--- src/hw/rtl/sha1_pkg.sv ---
`timescale 1ns / 1ps
// ----------------------------------------------------------------------------
// sha1 package
// types, constants and round helpers shared by the sha1 digest engine
// ----------------------------------------------------------------------------
package sha1_pkg;

  localparam int NumChain   = 5;
  localparam int NumRounds  = 80;
  localparam int BlockWords = 16;

  localparam logic [31:0] K0 = 32'h5A827999;
  localparam logic [31:0] K1 = 32'h6ED9EBA1;
  localparam logic [31:0] K2 = 32'h8F1BBCDC;
  localparam logic [31:0] K3 = 32'hCA62C1D6;

  localparam logic [31:0] H0_INIT = 32'h67452301;
  localparam logic [31:0] H1_INIT = 32'hEFCDAB89;
  localparam logic [31:0] H2_INIT = 32'h98BADCFE;
  localparam logic [31:0] H3_INIT = 32'h10325476;
  localparam logic [31:0] H4_INIT = 32'hC3D2E1F0;

  localparam logic [7:0] PAD_BYTE = 8'h80;

  typedef enum logic [2:0] {
    ST_IDLE,
    ST_ROUND,
    ST_PAD,
    ST_PAD_ZERO,
    ST_LENGTH,
    ST_EMIT
  } sha1_state_t;

  // controller to datapath
  typedef struct packed {
    logic       put_byte;     // write in_byte at fill position, count length
    logic       put_pad;      // write 0x80 at fill position, no length count
    logic       put_zero;     // write zero at fill position
    logic       put_length;   // load length into words 14 and 15
    logic       start_block;  // load working vars from chain
    logic       do_round;     // one compression round
    logic       finish_block; // fold working vars into chain
    logic       clear_msg;    // restore chain, clear length and fill
    logic       emit_shift;   // rotate chain toward output
  } sha1_cmd_t;

  // datapath to controller
  typedef struct packed {
    logic [5:0] fill;
    logic       last_round;
  } sha1_status_t;

  function automatic logic [31:0] sha1_f(input logic [6:0] r, input logic [31:0] b,
                                         input logic [31:0] c, input logic [31:0] d);
    if (r < 7'd20) return (b & c) | (~b & d);
    if (r < 7'd40 || r >= 7'd60) return b ^ c ^ d;
    return (b & c) | (b & d) | (c & d);
  endfunction

  function automatic logic [31:0] sha1_k(input logic [6:0] r);
    if (r < 7'd20) return K0;
    if (r < 7'd40) return K1;
    if (r < 7'd60) return K2;
    return K3;
  endfunction

endpackage

--- src/hw/rtl/sha1_stream_if.sv ---
`timescale 1ns / 1ps
// ----------------------------------------------------------------------------
// sha1 stream interfaces
// valid/ready channels for message bytes and digest words
// ----------------------------------------------------------------------------
interface sha1_in_if;
  logic       valid;
  logic       ready;
  logic [7:0] data_byte;
  logic       has_byte;
  logic       end_of_message;
  modport source (output valid, data_byte, has_byte, end_of_message, input ready);
  modport sink   (input valid, data_byte, has_byte, end_of_message, output ready);
endinterface

interface sha1_out_if;
  logic        valid;
  logic        ready;
  logic [31:0] digest_word;
  logic        last_word;
  modport source (output valid, digest_word, last_word, input ready);
  modport sink   (input valid, digest_word, last_word, output ready);
endinterface

--- src/hw/rtl/sha1_digest_engine_top.sv ---
`timescale 1ns / 1ps
// ----------------------------------------------------------------------------
// sha1 digest engine top
// streaming SHA-1: bytes in, five digest words out per message
// ----------------------------------------------------------------------------
//  channel  dir  beat
//  msg_in   in   data_byte, has_byte, end_of_message
//  dig_out  out  digest_word, last_word
//
//  byte beats are taken only while idle; the 64th byte of a block holds intake
//  for the 80 rounds of one shared round unit; the chain update runs in
//  the cycle after the last round, alongside whatever follows.
//  end of message adds padding and length writes, one or two blocks, the
//  chain update and five output beats.
//  reset is synchronous; output stalls hold the engine.
// ----------------------------------------------------------------------------
module sha1_digest_engine_top
  import sha1_pkg::*;
(
  input  logic clk,
  input  logic rst,
  sha1_in_if.sink    msg_in,
  sha1_out_if.source dig_out
);

  sha1_cmd_t    cmd;
  sha1_status_t status;
  logic         out_last;

  sha1_ctrl u_ctrl (
    .clk, .rst,
    .in_valid    (msg_in.valid),
    .in_has_byte (msg_in.has_byte),
    .in_eom      (msg_in.end_of_message),
    .in_ready    (msg_in.ready),
    .out_valid   (dig_out.valid),
    .out_last    (out_last),
    .out_ready   (dig_out.ready),
    .status      (status),
    .cmd         (cmd)
  );

  sha1_datapath u_dp (
    .clk, .rst,
    .cmd       (cmd),
    .in_byte   (msg_in.data_byte),
    .status    (status),
    .head_word (dig_out.digest_word)
  );

  assign dig_out.last_word = out_last;

endmodule

--- src/hw/rtl/sha1_datapath.sv ---
`timescale 1ns / 1ps
// ----------------------------------------------------------------------------
// sha1 datapath
// block buffer, schedule, round logic, chaining value and length counter
// ----------------------------------------------------------------------------
module sha1_datapath
  import sha1_pkg::*;
(
  input  logic         clk,
  input  logic         rst,
  input  sha1_cmd_t    cmd,
  input  logic [7:0]   in_byte,
  output sha1_status_t status,
  output logic [31:0]  head_word
);

  logic [31:0] buf_w [BlockWords];
  logic [31:0] chain [NumChain];
  logic [31:0] wv    [NumChain];
  logic [5:0]  fill;
  logic [63:0] bit_len;
  logic [6:0]  round_idx;

  logic [3:0]  s;
  logic [31:0] w_new, w_cur, tmp, wr_word;
  logic [7:0]  wr_val;
  logic [3:0]  wr_idx;
  logic [4:0]  wr_shift;

  assign s     = round_idx[3:0];
  assign w_new = buf_w[s + 4'd13] ^ buf_w[s + 4'd8] ^ buf_w[s + 4'd2] ^ buf_w[s];
  assign w_cur = (round_idx >= 7'd16) ? {w_new[30:0], w_new[31]} : buf_w[s];
  assign tmp   = {wv[0][26:0], wv[0][31:27]} + sha1_f(round_idx, wv[1], wv[2], wv[3])
               + wv[4] + w_cur + sha1_k(round_idx);

  assign wr_val   = cmd.put_byte ? in_byte : (cmd.put_pad ? PAD_BYTE : 8'h00);
  assign wr_idx   = fill[5:2];
  assign wr_shift = 5'd24 - {fill[1:0], 3'b000};
  assign wr_word  = (buf_w[wr_idx] & ~(32'hFF << wr_shift))
                  | ({24'h0, wr_val} << wr_shift);

  assign status.fill       = fill;
  assign status.last_round = (round_idx == 7'(NumRounds - 1));
  assign head_word         = chain[0];

  always_ff @(posedge clk) begin
    if (cmd.put_byte || cmd.put_pad || cmd.put_zero) begin
      buf_w[wr_idx] <= wr_word;
    end else if (cmd.put_length) begin
      buf_w[14] <= bit_len[63:32];
      buf_w[15] <= bit_len[31:0];
    end else if (cmd.do_round && round_idx >= 7'd16) begin
      buf_w[s] <= w_cur;
    end
  end

  always_ff @(posedge clk) begin
    if (rst) begin
      fill      <= '0;
      bit_len   <= '0;
      round_idx <= '0;
      chain[0] <= H0_INIT; chain[1] <= H1_INIT; chain[2] <= H2_INIT;
      chain[3] <= H3_INIT; chain[4] <= H4_INIT;
      for (int i = 0; i < NumChain; i++) wv[i] <= '0;
    end else begin
      if (cmd.put_byte) bit_len <= bit_len + 64'd8;
      if (cmd.put_byte || cmd.put_pad || cmd.put_zero) fill <= fill + 6'd1;
      if (cmd.start_block) begin
        round_idx <= '0;
        for (int i = 0; i < NumChain; i++) wv[i] <= chain[i];
      end
      if (cmd.do_round) begin
        round_idx <= round_idx + 7'd1;
        wv[4] <= wv[3];
        wv[3] <= wv[2];
        wv[2] <= {wv[1][1:0], wv[1][31:2]};
        wv[1] <= wv[0];
        wv[0] <= tmp;
      end
      if (cmd.finish_block) begin
        for (int i = 0; i < NumChain; i++) chain[i] <= chain[i] + wv[i];
      end
      if (cmd.emit_shift) begin
        for (int i = 0; i < NumChain - 1; i++) chain[i] <= chain[i + 1];
        chain[NumChain - 1] <= chain[0];
      end
      if (cmd.clear_msg) begin
        fill    <= '0;
        bit_len <= '0;
        chain[0] <= H0_INIT; chain[1] <= H1_INIT; chain[2] <= H2_INIT;
        chain[3] <= H3_INIT; chain[4] <= H4_INIT;
      end
    end
  end

  a_round_bound: assert property (@(posedge clk) disable iff (rst)
    cmd.do_round |-> round_idx < 7'(NumRounds)) else $error("round past 79");
  a_len_step: assert property (@(posedge clk) disable iff (rst)
    $past(cmd.put_byte) && !$past(cmd.clear_msg) |-> bit_len == $past(bit_len) + 64'd8)
    else $error("length not counted");
  a_start_round0: assert property (@(posedge clk) disable iff (rst)
    cmd.start_block |=> round_idx == '0) else $error("round not cleared");

endmodule

--- src/hw/rtl/sha1_ctrl.sv ---
`timescale 1ns / 1ps
// ----------------------------------------------------------------------------
// sha1 controller
// sequences byte intake, padding, compression and digest output
// ----------------------------------------------------------------------------
module sha1_ctrl
  import sha1_pkg::*;
(
  input  logic         clk,
  input  logic         rst,
  input  logic         in_valid,
  input  logic         in_has_byte,
  input  logic         in_eom,
  output logic         in_ready,
  output logic         out_valid,
  output logic         out_last,
  input  logic         out_ready,
  input  sha1_status_t status,
  output sha1_cmd_t    cmd
);

  sha1_state_t state, state_next;
  logic        final_blk, final_blk_next; // block in flight is the last of the message
  logic        pad_pend, pad_pend_next;   // eom seen, padding still to do
  logic        zero_pend, zero_pend_next; // zero fill resumes after the block
  logic [2:0]  emit_cnt;
  logic        fold;

  logic take;
  assign take = in_valid && in_ready;

  // next state
  always_comb begin
    state_next     = state;
    final_blk_next = final_blk;
    pad_pend_next  = pad_pend;
    zero_pend_next = zero_pend;
    case (state)
      ST_IDLE: begin
        if (take) begin
          if (in_has_byte && status.fill == 6'd63) begin
            state_next     = ST_ROUND;
            final_blk_next = 1'b0;
            pad_pend_next  = in_eom;
          end else if (in_eom) begin
            state_next = ST_PAD;
          end
        end
      end
      ST_ROUND: begin
        if (status.last_round) begin
          if (final_blk)      state_next = ST_EMIT;
          else if (pad_pend)  state_next = ST_PAD;
          else if (zero_pend) state_next = ST_PAD_ZERO;
          else                state_next = ST_IDLE;
          pad_pend_next  = 1'b0;
          zero_pend_next = 1'b0;
        end
      end
      ST_PAD: begin
        // pad byte in the last slot closes the block at once
        if (status.fill == 6'd63) begin
          state_next     = ST_ROUND;
          final_blk_next = 1'b0;
          zero_pend_next = 1'b1;
        end else begin
          state_next = ST_PAD_ZERO;
        end
      end
      ST_PAD_ZERO: begin
        if (status.fill == 6'd56) state_next = ST_LENGTH;
        else if (status.fill == 6'd63) begin
          state_next     = ST_ROUND;
          final_blk_next = 1'b0;
          pad_pend_next  = 1'b0;
          zero_pend_next = 1'b1;
        end
      end
      ST_LENGTH: begin
        state_next     = ST_ROUND;
        final_blk_next = 1'b1;
      end
      ST_EMIT: begin
        if (!fold && out_ready && emit_cnt == 3'(NumChain - 1)) state_next = ST_IDLE;
      end
      default: state_next = ST_IDLE;
    endcase
  end

  // the zero fill after a second-block wrap restarts at fill 0 and ends at 56
  logic start_now;
  assign start_now = (state_next == ST_ROUND) && (state != ST_ROUND);

  // outputs
  always_comb begin
    cmd       = '0;
    in_ready  = (state == ST_IDLE);
    out_valid = (state == ST_EMIT) && !fold;
    out_last  = (emit_cnt == 3'(NumChain - 1));
    case (state)
      ST_IDLE:     cmd.put_byte = take && in_has_byte;
      ST_ROUND:    cmd.do_round = 1'b1;
      ST_PAD:      cmd.put_pad  = 1'b1;
      ST_PAD_ZERO: cmd.put_zero = (status.fill != 6'd56);
      ST_LENGTH:   cmd.put_length = 1'b1;
      ST_EMIT: begin
        cmd.emit_shift = out_valid && out_ready;
        cmd.clear_msg  = out_valid && out_ready && out_last;
      end
      default: ;
    endcase
    cmd.start_block  = start_now;
    cmd.finish_block = fold;
  end

  // fold happens the cycle after the last round
  always_ff @(posedge clk) begin
    if (rst) begin
      state     <= ST_IDLE;
      final_blk <= 1'b0;
      pad_pend  <= 1'b0;
      zero_pend <= 1'b0;
      emit_cnt  <= '0;
      fold      <= 1'b0;
    end else begin
      state     <= state_next;
      final_blk <= final_blk_next;
      pad_pend  <= pad_pend_next;
      zero_pend <= zero_pend_next;
      fold      <= (state == ST_ROUND) && status.last_round;
      if (state == ST_EMIT && !fold && out_ready)
        emit_cnt <= (emit_cnt == 3'(NumChain - 1)) ? 3'd0 : emit_cnt + 3'd1;
    end
  end

  a_emit_order: assert property (@(posedge clk) disable iff (rst)
    out_valid |-> state == ST_EMIT && !in_ready) else $error("emit overlaps intake");
  a_emit_cnt: assert property (@(posedge clk) disable iff (rst)
    state != ST_EMIT |-> emit_cnt == '0) else $error("emit count stale");
  a_fold_once: assert property (@(posedge clk) disable iff (rst)
    fold |-> state != ST_ROUND) else $error("fold during rounds");

endmodule

--- src/flat_wrapper.sv ---
// flat-port wrapper written by rule: the top's interface ports become plain ports
module sha1_digest_engine_top_flat import sha1_pkg::*;
  (clk, rst, msg_in_valid, msg_in_data_byte, msg_in_has_byte, msg_in_end_of_message, msg_in_ready, dig_out_valid, dig_out_digest_word, dig_out_last_word, dig_out_ready);
  sha1_in_if msg_in_i ();
  sha1_out_if dig_out_i ();
  input  logic clk;
  input  logic rst;
  input wire logic [$bits(msg_in_i.valid)-1:0] msg_in_valid;
  input wire logic [$bits(msg_in_i.data_byte)-1:0] msg_in_data_byte;
  input wire logic [$bits(msg_in_i.has_byte)-1:0] msg_in_has_byte;
  input wire logic [$bits(msg_in_i.end_of_message)-1:0] msg_in_end_of_message;
  output wire logic [$bits(msg_in_i.ready)-1:0] msg_in_ready;
  output wire logic [$bits(dig_out_i.valid)-1:0] dig_out_valid;
  output wire logic [$bits(dig_out_i.digest_word)-1:0] dig_out_digest_word;
  output wire logic [$bits(dig_out_i.last_word)-1:0] dig_out_last_word;
  input wire logic [$bits(dig_out_i.ready)-1:0] dig_out_ready;
  assign msg_in_i.valid = msg_in_valid;
  assign msg_in_i.data_byte = msg_in_data_byte;
  assign msg_in_i.has_byte = msg_in_has_byte;
  assign msg_in_i.end_of_message = msg_in_end_of_message;
  assign msg_in_ready = msg_in_i.ready;
  assign dig_out_valid = dig_out_i.valid;
  assign dig_out_digest_word = dig_out_i.digest_word;
  assign dig_out_last_word = dig_out_i.last_word;
  assign dig_out_i.ready = dig_out_ready;
  sha1_digest_engine_top u_core (.clk(clk), .rst(rst), .msg_in(msg_in_i), .dig_out(dig_out_i));
endmodule
--- config.mk ---
export PLATFORM = sky130hd
export DESIGN_NAME = sha1_digest_engine_top_flat
export DESIGN_NICKNAME = d
export VERILOG_FILES = /design/src/hw/rtl/sha1_pkg.sv /design/src/hw/rtl/sha1_stream_if.sv /design/src/hw/rtl/sha1_digest_engine_top.sv /design/src/hw/rtl/sha1_datapath.sv /design/src/hw/rtl/sha1_ctrl.sv /design/src/flat_wrapper.sv
export SDC_FILE = /design/constraint.sdc
export NUM_CORES = 2
export LEC_CHECK = 0
export ABC_CLOCK_PERIOD_IN_PS = 10700
export BUFFER_PORTS_ARGS = -buffer_cell sky130_fd_sc_hd__buf_4
export CORE_MARGIN = 5
export CORE_UTILIZATION = 50
export DETAILED_ROUTE_END_ITERATION = 10
export MAX_ROUTING_LAYER = met4
export PLACE_DENSITY = 0.74
export SYNTH_ARGS = -nofsm -noshare
export SYNTH_HDL_FRONTEND = slang
export SYNTH_SLANG_ARGS = --single-unit
--- constraint.sdc ---
create_clock -name clk -period 10.7 [get_ports clk]
set_input_delay 0.535 -clock clk [delete_from_list [all_inputs] [get_ports clk]]
set_output_delay 0.535 -clock clk [all_outputs]
set_load 0.05 [all_outputs]
==> summary by stage <==
Run status
The flow ran to the end, and the final reports show no timing, DRC or antenna violations.

Floorplanning
In this run the horizontal extent of the chip is 374.5 um. The number of cell rows is 133. The I/O pin count is 49. The starting utilization of the core area is 50.41%.

The area enclosed by the die boundary is 140300 um2. The floorplan step defined a core boundary enclosing 131800 um2. Measured along the y axis, the die boundary spans 374.5 um.

Critical path
The most numerous cell type found on the critical path is sky130_fd_sc_hd__fa_1. Of all nets on the critical path, the largest fanout is 56. The required time of the worst setup path is 11140 ps. STA puts the critical path data arrival time at 9180 ps. The endpoint kind of the worst setup timing path is a flip-flop. The largest single stage delay on the critical path is 960 ps.

The path type of the worst setup path is flip-flop to flip-flop. For this design, the slowest cell found on the critical path is sky130_fd_sc_hd__dfxtp_4. The nature of the critical path startpoint is a flip-flop.

Cells and area
Relative to the synthesized area, the layout overhead comes to 8.200%. With fillers left out, the area of the finished cells amounts to 71880 um2. The core utilization of the finished layout is 54.54%.

The final layout net count is 5418. The share of layout cells above drive strength 1 is 23.14%.

Detailed routing
The total number of vias is 50070. The first detailed-routing pass took 9 iterations. Once detail routing completed, the nets flagged for antenna violations numbered 0. The per-cell via count in the routed design is 7.255. The final routed wire length divided by cell count is 30.74 um. The post-route DRC violation count is 0. The first routing iteration left 7220 violations.

After detailed routing, the total wire length is 212200 um.

STA
Setup repair after global routing left no endpoint under its margin. The final critical-path required period is 8736 ps. The worst-case clock skew is 36.84 ps. The upper clock frequency limit is 114.5 MHz. The post-route clock period utilization is 81.65%.

The final number of setup-violating endpoints is 0. The relative max-transition margin is 12.35%. The final count of hold timing violations is 0.

The number of max-slew violations in the final report is 0. The transition at the pin with the smallest max-transition slack is 1306 ps. Setup total negative slack on the finished layout was measured at 0 ps.

Place
After legalization and detailed placement, the total HPWL measured 138600 um. The standard cell area after detailed placement is 68350 um2. The number of input and output port buffers inserted is 48. At the end of routability-driven placement, the weighted congestion stood at 0.9814.

Synthesis
The number of warnings issued by yosys is 0. A synthesized cell averages 12.83 um2. The synthesized design contains 669 enable-type register cells. The summed instance area of the synthesized netlist is 66430 um2.

After synthesis, the share of flip-flops with an asynchronous set or reset is 0%. The synthesized instance count is 5180. The number of nets in the synthesized netlist is 5549. The main flop type after synthesis is sky130_fd_sc_hd__edfxtp_1.

The number of different library cells in the post-synthesis netlist is 89. The sequential share of the synthesized area is 37.92%. Synthesis inferred 924 register bits.

Clock tree
After clock tree synthesis, the clock-pin slew on the worst setup and hold paths is 60 ps. The later pin in the worst-skew pair is clocked with a latency of 720 ps. Buffers added to address setup during post-CTS repair amount to 0.

The clock tree from TritonCTS is yes. The number of cells upsized or downsized after cts is 0. The count of hold buffers inserted by post-cts repair is 0. Counting every sink on the clock net gives 924. The number of H-tree branching levels is 3. The clock tree root buffer cell is sky130_fd_sc_hd__clkbuf_16. The maximum clock insertion buffer count is 3. The number of buffers created by CTS is 103.

Min path
In this run the worst hold path is classified as input port to flip-flop.

Pwr
Summed over all cells, the static leakage comes to 24.72 nW. Power spread over the standard cell area amounts to 157.2 nW/um2. The worst-case IR drop observed on VDD is 121.4 uV.

Job
The number of max-cap violations is 0.

GRT
The number of antenna violations at the first check in global routing is 7. The first global-routing pass estimated 316700 um of wire. The largest net degree at the start of global routing is 161. Global routing consumed, over all layers together, 30.57% of the routing resources.

The total congestion overflow is 0. The via count of the first global-routing pass is 48760.
worst max-delay path, delay by kind of cell, from the launching register on:
family / cells / cell delay [ps]
adders and majority gates: 6 / 2530
and+or+nand+nor: 1 / 70
xor gates and xnor gates: 3 / 390
muxes: 2 / 850
AOI/OAI and AO/OA: 9 / 2940
DFF: 1 / 960
buffers and inverters: 4 / 640
per-stage QoR:
stage | power (mW) | cells | setup slack (ps) | hold slack (ps)
floorplan | 6.698 | 5180 | 3683 | 458.1
global placement | 7.470 | 6699 | 2219 | 464.8
detailed placement | 7.555 | 6699 | 2094 | 489.0
CTS | 11.26 | 6893 | 2048 | 109.8
global route | 11.80 | 6901 | 1548 | 183.9
finish | 11.30 | 6901 | 1964 | 142.5
layout by cell type (no fill, tap or decap), drive strengths merged, types with 52 or more instances in the layout:
master  synthesis  layout
a21o           85      85
a21oi         195     195
a222oi         52      52
a22o          156     156
a22oi          53      53
buf           195     141
clkbuf        182     134
dfxtp         255     255
edfxtp        669     669
fa            125     125
ha            230     230
inv           207     212
mux4          784     784
nand2         341     341
nand3          53      53
nor2          351     351
nor2b          62      62
o21ai         251     251
o22ai          97      97
xnor2         146     146
xor2          173     173
sequential cells by signal, indices dropped and copies added (netlist names), 3 cells and up, named ones only:
register                cells
u_core.u_ctrl.emit_cnt      3
u_core.u_ctrl.state         3
u_core.u_dp.bit_len        61
u_core.u_dp.buf_w         512
u_core.u_dp.chain         160
u_core.u_dp.fill            6
u_core.u_dp.round_idx       7
u_core.u_dp.wv            160
report_power, final:
group	total [mW]	switching, mW	internal [mW]
clock	3.74	1.58	2.16
combinational	3.31	1.89	1.42
sequential	4.24	0.205	4.04
Yosys cell counts, types with 18 or more instances:
cell,number,area [um2]
sky130_fd_sc_hd__nand3_1,53,265.3
sky130_fd_sc_hd__or3_1,30,187.7
sky130_fd_sc_hd__dfxtp_1,255,5105
sky130_fd_sc_hd__a21oi_1,195,975.9
sky130_fd_sc_hd__o22ai_1,97,606.8
sky130_fd_sc_hd__nand2_1,340,1276
sky130_fd_sc_hd__mux4_2,784,17660
sky130_fd_sc_hd__o21bai_1,29,217.7
sky130_fd_sc_hd__inv_1,205,769.5
sky130_fd_sc_hd__nand2b_1,26,162.7
sky130_fd_sc_hd__o21a_1,35,262.8
sky130_fd_sc_hd__nor2b_1,62,387.9
sky130_fd_sc_hd__buf_1,47,176.4
sky130_fd_sc_hd__xnor2_1,145,1270
sky130_fd_sc_hd__and2_1,18,112.6
sky130_fd_sc_hd__a22oi_1,53,397.9
sky130_fd_sc_hd__o32ai_1,29,254.0
sky130_fd_sc_hd__nor3_1,48,240.2
sky130_fd_sc_hd__fa_1,125,2502
sky130_fd_sc_hd__nor2_1,350,1314
sky130_fd_sc_hd__o21ai_1,29,145.1
sky130_fd_sc_hd__a22o_1,156,1366
sky130_fd_sc_hd__a222oi_1,52,520.5
sky130_fd_sc_hd__clkbuf_1,182,683.2
sky130_fd_sc_hd__a31oi_1,39,244.0
sky130_fd_sc_hd__o21ai_0,222,1111
sky130_fd_sc_hd__buf_4,53,397.9
sky130_fd_sc_hd__buf_2,93,465.5
sky130_fd_sc_hd__a21o_1,85,638.1
sky130_fd_sc_hd__and3_1,45,281.5
sky130_fd_sc_hd__xor2_1,173,1515
sky130_fd_sc_hd__ha_1,230,2878
sky130_fd_sc_hd__edfxtp_1,669,20090
per-layer routing:
layer / vias to the layer above / track usage, % / part of all wire (%)
met2: 4000 / 45.83 / 46
met1: 24950 / 37.76 / 34
met4: 0 / 14.57 / 5.8
met3: 737 / 9.995 / 15
met5: - / - / 0
li1: 20380 / - / -
area by class of cell:
| type | instances | area (um2) |
|---|---|---|
| flip-flops and latches | 924 | 25230 |
| inverters | 208 | 780.7 |
| multi-input cells | 3671 | 39010 |
| repair buffers | 141 | 1134 |
| fillers | 10540 | 59920 |
| clock buffers | 134 | 2794 |
| clock inverters | 60 | 715.7 |
| well taps | 1755 | 2196 |
| diodes | 8 | 20.02 |
kinds of logic after synthesis:
logic type | count (synthesis) | synth area share, %
compound gates | 1136 | 11.64
simple gates | 1049 | 7.292
flops | 924 | 37.92
mux | 812 | 27.03
buf+inv | 585 | 3.803
fa+ha+maj | 355 | 8.099
xor+xnor | 319 | 4.217
worst paths after layout:
check,startpoint,to,slack [ps],cells after the start
worst min register to register,u_core.u_dp.bit_len[62],u_core.u_dp.bit_len[62],500,2
worst max-delay path,u_core.u_dp.round_idx[0],u_core.u_dp.wv[0][31],1960,25
worst min-delay path,msg_in_end_of_message,u_core.u_ctrl.pad_pend,140,3
worst max register to register,u_core.u_dp.round_idx[0],u_core.u_dp.wv[0][31],1960,25
(Power assumes the default switching activity.)
